$ cat src/sv/bqc_pkg.sv
// Shared types and constants of the biquad coefficient calculator.
package bqc_pkg;

  localparam int COEF_WIDTH  = 32;
  localparam int COEF_FRAC   = COEF_WIDTH - 8;
  localparam int NUM_COEF    = 5;
  localparam int FRONT_STEPS = 64;
  localparam int ROOT_STEPS  = 32;

  localparam logic [63:0] ONE_Q24   = 64'd16777216;
  // floor(sqrt(2) * 2^24)
  localparam logic [24:0] SQRT2_Q24 = 25'd23726566;

  localparam logic [COEF_WIDTH-1:0] SAT_POS = {1'b0, {(COEF_WIDTH-1){1'b1}}};
  localparam logic [COEF_WIDTH-1:0] SAT_NEG = {1'b1, {(COEF_WIDTH-1){1'b0}}};

  localparam logic [3:0] FN_LOWPASS   = 4'd0;
  localparam logic [3:0] FN_HIGHPASS  = 4'd1;
  localparam logic [3:0] FN_BANDPASS  = 4'd2;
  localparam logic [3:0] FN_NOTCH     = 4'd3;
  localparam logic [3:0] FN_PEAK      = 4'd4;
  localparam logic [3:0] FN_LOWSHELF  = 4'd5;
  localparam logic [3:0] FN_HIGHSHELF = 4'd6;

  typedef enum logic [1:0] {
    ST_OK    = 2'd0,
    ST_UNSUP = 2'd1,
    ST_DIV0  = 2'd2,
    ST_SAT   = 2'd3
  } status_t;

  // data passed along the divide / square root chain
  typedef struct packed {
    logic [31:0] q;
    logic [63:0] kq_nq;
    logic [31:0] kq_rem;
    logic [63:0] vkq_nq;
    logic [31:0] vkq_rem;
    logic [63:0] sq_rad;
    logic [33:0] sq_rem;
    logic [31:0] sq_root;
    logic [3:0]  func;
    logic        cut;
    logic [31:0] k;
    logic [31:0] v;
    logic [31:0] k2;
    logic [38:0] vk2;
    logic [28:0] s2k;
  } front_t;

  typedef struct packed {
    logic [63:0]           rem;
    logic [COEF_WIDTH-1:0] nq;
    logic                  neg;
    logic                  ovf;
  } lane_t;

  // data passed along the coefficient divider chain
  typedef struct packed {
    lane_t [NUM_COEF-1:0] lane;
    logic [63:0]          den;
    status_t              err;
  } coef_t;

endpackage

$ cat src/sv/bqc_front_cell.sv
// One step of the K/Q and VK/Q dividers and, when root_step is high, of the square root of 2V.
module bqc_front_cell (
  input  logic            clk,
  input  logic            rst_n,
  input  logic            en,
  input  logic            root_step,
  input  logic            vld_i,
  input  bqc_pkg::front_t d_i,
  output logic            vld_o,
  output bqc_pkg::front_t d_o
);
  import bqc_pkg::*;

  logic        vld_r;
  front_t      d_r, d_nxt;
  logic [32:0] kt, vt;
  logic [33:0] st, trial;

  always_comb begin
    d_nxt = d_i;
    kt    = {d_i.kq_rem, d_i.kq_nq[63]};
    vt    = {d_i.vkq_rem, d_i.vkq_nq[63]};
    st    = {d_i.sq_rem[31:0], d_i.sq_rad[63:62]};
    trial = {d_i.sq_root, 2'b01};

    if (kt >= {1'b0, d_i.q}) begin
      d_nxt.kq_rem = 32'(kt - {1'b0, d_i.q});
      d_nxt.kq_nq  = {d_i.kq_nq[62:0], 1'b1};
    end else begin
      d_nxt.kq_rem = kt[31:0];
      d_nxt.kq_nq  = {d_i.kq_nq[62:0], 1'b0};
    end

    if (vt >= {1'b0, d_i.q}) begin
      d_nxt.vkq_rem = 32'(vt - {1'b0, d_i.q});
      d_nxt.vkq_nq  = {d_i.vkq_nq[62:0], 1'b1};
    end else begin
      d_nxt.vkq_rem = vt[31:0];
      d_nxt.vkq_nq  = {d_i.vkq_nq[62:0], 1'b0};
    end

    // restoring square root, two radicand bits per step
    if (root_step) begin
      d_nxt.sq_rad = {d_i.sq_rad[61:0], 2'b00};
      if (st >= trial) begin
        d_nxt.sq_rem  = st - trial;
        d_nxt.sq_root = {d_i.sq_root[30:0], 1'b1};
      end else begin
        d_nxt.sq_rem  = st;
        d_nxt.sq_root = {d_i.sq_root[30:0], 1'b0};
      end
    end
  end

  always_ff @(posedge clk) begin
    if (!rst_n) begin
      vld_r <= 1'b0;
    end else if (en) begin
      vld_r <= vld_i;
    end
  end

  always_ff @(posedge clk) begin
    if (en) begin
      d_r <= d_nxt;
    end
  end

  assign vld_o = vld_r;
  assign d_o   = d_r;

endmodule

$ cat config.mk
export PLATFORM = sky130hd
export DESIGN_NAME = bqc_front_cell
export DESIGN_NICKNAME = d
export VERILOG_FILES = /design/src/sv/bqc_pkg.sv /design/src/sv/bqc_front_cell.sv
export SDC_FILE = /design/constraint.sdc
export NUM_CORES = 1
export LEC_CHECK = 0
export ABC_AREA = 1
export BUFFER_PORTS_ARGS = -buffer_cell sky130_fd_sc_hd__buf_2
export CAP_MARGIN = 15
export CORE_AREA = 3 3 412 414
export CTS_BUF_LIST = sky130_fd_sc_hd__clkbuf_8
export DETAILED_ROUTE_END_ITERATION = 6
export DIE_AREA = 0 0 415 417
export GPL_ROUTABILITY_DRIVEN = 0
export PLACE_DENSITY = 0.43
export SETUP_SLACK_MARGIN = 0.2
export SLEW_MARGIN = 20
export SYNTH_ARGS = -nofsm -noshare
export SYNTH_HDL_FRONTEND = slang
export SYNTH_SLANG_ARGS = --single-unit
$ cat constraint.sdc
create_clock -name clk -period 5.3 [get_ports clk]
set_clock_uncertainty 0.2 [all_clocks]
set_input_delay 1.06 -clock clk [delete_from_list [all_inputs] [get_ports clk]]
set_output_delay 1.06 -clock clk [all_outputs]
set_load 0.02 [all_outputs]
## After elaboration in Yosys (flattened, before gate mapping)

Cells that the tools add are included.
W data, S select, Z words.

| word-level totals | value |
|---|---|
| output and inout bits | 524 |
| bits in read-only memories | 0 |
| bits in writable memories | 0 |
| memories | 0 |
| bits in latches | 0 |
| word-level logic and storage cells | 27 |
| input bits | 528 |
| register bits after elaboration | 524 |

| operators by class | value |
|---|---|
| $lt $le $gt $ge | 3 |
| add/sub/neg operators | 3 |
| reduce and logical (&&, ||, !) cells | 0 |
| bitwise operators | 0 |
| equality and inequality tests | 0 |
| shifts and indexed selects | 0 |
| multipliers | 0 |
| div/mod/pow operators | 0 |
| multiplexer cells | 4 |

Operator list:

| kind | number |
|---|---|
| $mux W130 | 1 |
| $ge A33 B32 Y1 | 2 |
| $mux W33 | 2 |
| $mux W66 | 1 |
| $sub A32 B32 Y32 | 2 |
| $ge A34 B34 Y1 | 1 |
| $sub A34 B34 Y34 | 1 |

## Logic depth before layout (Yosys ltp)

| depth | value |
|---|---|
| depth after elaboration | 3 |
| mapped depth | 17 |

## Worst setup path before layout

No wires, ideal clock.

| timing | value |
|---|---|
| kind | in2reg |
| from | input d_i[490] (netlist name) |
| to | register d_r, in the netlist d_o[423], data pin |
| data required time | 4.848 ns |
| stages | 11 |
| arrival | 2.577 ns |
| setup slack | 2.270 ns |
| buffers on the path | 0 |
| path through | inv_1 -> ha_1 -> fa_1 -> o21ai_1 -> a21oi_1 -> o21ai_1 -> nand2_1 -> nand3_1 -> nand2_1 -> nand2_1 -> nand2_1 |

RTL lines:

| item | RTL line | source |
|---|---|---|
| start, declared | bqc_front_cell.sv:8 | `input bqc_pkg::front_t d_i,` |
| end signal, assigned | bqc_front_cell.sv:65 | `d_r <= d_nxt;` |
| end, declared | bqc_front_cell.sv:15 | `front_t d_r, d_nxt;` |

==> summary.md <==
| Metric | Value |
|---|---|
| Die ar. | `around 170000 sq um` |
| Slew headroom | `0.400` |
| Synth Area per Inst | `10.1 sq um` |
| Mux contribution to synthesized area | `0` |
| R2R Setup Slk | `around 4500 ps` |
| WL/cell | `about 25 um` |
| Max-cap violations | `0` |
| Vias in the first global route | `around 22000` |
| Cts bufs inserted | `about 100` |
| Mapped Area | `about 25000 sq um` |
| P&R area growth vs syn | `40.1%` |
| Post-Route WL | `147 mm` |
| Max Freq | `between 200 and 300 MHz` |
| Status | `complete, no violations` |
| DRC viols | `0` |
| Main combinational cell family by area after synthesis | `simple AND/OR/NAND/NOR gates` |
| Pleak | `~0.016 uW` |
| Worst path buffer plus inverter count | `3` |
| Hold buffer count at CTS | `0` |
| Reg clk slew, reported paths | `around 60 ps` |
| TNS Setup | `0 ps` |
| Post-DP Area | `33400 sq um` |
| Unique masters post-synth | `40` |
| Worst-Skew Late Latency | `800 ps` |
| Post-route cell area | `about 36000 sq um` |
| Final setup vio count | `0` |
| Synth top area share | `0.617` |
| Row cnt | `150` |
| #FFs+latches synth | `between 500 and 600` |
| Final slew viol count | `0` |
| Cts repair resizes | `0` |
| First-pass GRT wire length | `~190 mm` |
| Period utilization | `0.664` |
| Path length in cells of the critical path | `12` |
| Worst r2r path cells | `2` |
| Largest net degree at the start of global routing | `93` |
| Die Y | `417 um` |
| CP Launch Type | `input pin` |
| Critical path origin | `d_i[516]` |
| Port buffer count | `about 1100` |
| Slowest stage delay, CP | `~690 ps` |
| CP Max Fanout | `33` |
| Commonest cells after routing, fill and taps aside | `1049 x buf_2, 785 x nand2_1, 523 x edfxtp_1` |
| Via count | `23100` |
| Pwr per Cell Area | `approximately 350 nW/um^2` |
| Sequential area share after synthesis | `0.618` |
| CP dominant cell by count | `nand2_1` |
| Post-DP HPWL | `between 100 and 150 mm` |
| Slowest CP cell | `nor4_1` |
| Util after Layout | `0.214` |
| ANT nets after route | `0` |
| Synth Area in Simple Gates | `0.193` |
| Initial antenna violation count | `82` |
| Syn Inst Count | `~2500` |
| CP Capture Type | `register` |
| Req. time, crit path | `approximately 5800 ps` |
| Peak supply drop | `roughly 0.00023 V` |
| CP delay by family, top | `simple AND/OR/NAND/NOR gates` |
| Leading cell type in the layout, fill and taps excluded | `buf_2` |
| Fin. Hold Viols | `0` |
| Htree depth | `3` |
| Worst min path class | `in2reg` |
| Clock buffer depth | `3` |
| Drt pass-1 iters | `5` |
| Post-DR vias/cell | `3.88` |
| Top post-synthesis cells by area | `edfxtp_1 62%, nand2_1 12%, inv_1 5.0%` |
| Postcts setup bufs | `0` |
| RSZ-0062 raised after global routing | `no` |
| Area leader, netlist | `edfxtp_1` |
| Critical path class | `in2reg` |
| DRT iter0 DRCs | `a little under 2000` |
| GRT Util Overall | `0.162` |
| Worst setup path end | `d_o[406]` |
| Layout cells sized above 1 | `0.335` |
| Minimum clock period | `3520 ps` |
| Final Power | `approximately 12000 uW` |
| Synth Area in Adders | `0.0498` |
| Clock sink count | `~520` |
| Syn nets | `between 3000 and 4000` |
| Clk Tree Root Cell | `clkbuf_8` |
| Worst EP arrival | `around 4000 ps` |
| Layout net count | `roughly 4300` |
| Initial Util | `0.153` |
| GRT overflow | `0` |
| Worst slew pin tran | `~890 ps` |
| CTS tree | `built` |
| Worst reg2reg endpoint | `vld_o` |
| RR Startpoint | `vld_o` |
| Complex-gate fraction of the synthesized area | `0.0599` |
| Critical-path cell list | `buf_2 -> inv_1 -> ha_1 -> nand2_1 -> nor2_1 -> nand3_1 -> nor4_1 -> a21oi_2 -> buf_4 -> nand2_4 -> nand2_1 -> nand2_1` |
| Synth Area in XOR/XNOR | `0.0172` |
| I/O Pins | `1052` |
| Die width | `415 um` |
| CORE AREA | `167000 sq um` |
| Yosys warnings | `0` |
[cell type report]
class | count | area, sq um
clock inverter | 89 | 803
inverter | 339 | 1270
fill | 18500 | 131000
timing repair buffer | 1070 | 5470
clock buffer | 101 | 1390
sequential | 524 | 15700
antenna | 27 | 67.6
multi-input combinational | 1613 | 8150
tap | 2204 | 2760
[through the flow]
| stage | hold slack (ps) | setup slack (ps) | std cells |
|---|---|---|---|
| floorplan | 406 | 2270 | 2531 |
| global placement | 324 | 975 | 5750 |
| detailed placement | 336 | 1000 | 5750 |
| CTS | 48.9 | 1960 | 5940 |
| global route | 69.9 | 1640 | 5962 |
| finish | 204 | 1780 | 5967 |
[flip-flops by register name, summed over array words and instances (netlist names)]
| signal | flops |
|---|---|
| d_o | 523 |
| vld_o | 1 |
[worst reg2reg max path, delay by kind of cell, from the launching register on]
kind / cells / cell delay (ps)
flip-flops: 1 / 300
AO/OA/AOI/OAI: 2 / 210
[worst min path at each step]
| stage | end | startpoint | cells past startpoint |
|---|---|---|---|
| CTS | d_o[456] | d_i[455] | 1 |
| global placement | vld_o | vld_o | 2 |
| finish | d_o[123] | d_i[123] | 1 |
| global route | d_o[112] | d_i[112] | 1 |
| detailed placement | vld_o | vld_o | 2 |
| floorplan | vld_o | vld_o | 2 |
[power breakdown]
| part | internal, uW | leakage (uW) | switching [uW] |
|---|---|---|---|
| Sequential | 5030 | 0.00512 | 226 |
| Combinational | 770 | 0.0102 | 1810 |
| Clock | 2420 | 0.00116 | 2050 |
| Total | 8220 | 0.0164 | 4090 |
[Yosys cell counts (all sizes together)]
cell,count
a21boi,4
a21o,9
a21oi,91
a31oi,3
and2,2
buf,27
clkbuf,28
dfxtp,1
edfxtp,523
fa,2
ha,98
inv,339
nand2,797
nand3,187
nand3b,21
nand4,12
nor2,137
nor3,13
nor3b,1
nor4,9
o21a,8
o21ai,155
o21bai,12
o31ai,1
or2,1
xnor2,21
xor2,29
[layer usage]
metal | GRT usage | routed length (um)
met1 | 0.167 | 51000
met3 | 0.0350 | 9150
met5 | 0 | 27
met4 | 0.0743 | 7030
met2 | 0.311 | 79900
[logic make-up (layout without fill, tap and decap cells)]
kind of cell    after synthesis  in the layout
simple gates               1180           1180
flops                       524            524
buf+inv                     394           1599
compound gates              283            283
fa+ha+maj                   100            100
xor+xnor                     50             50
other cells                   0             27
(Power assumes the default switching activity.)
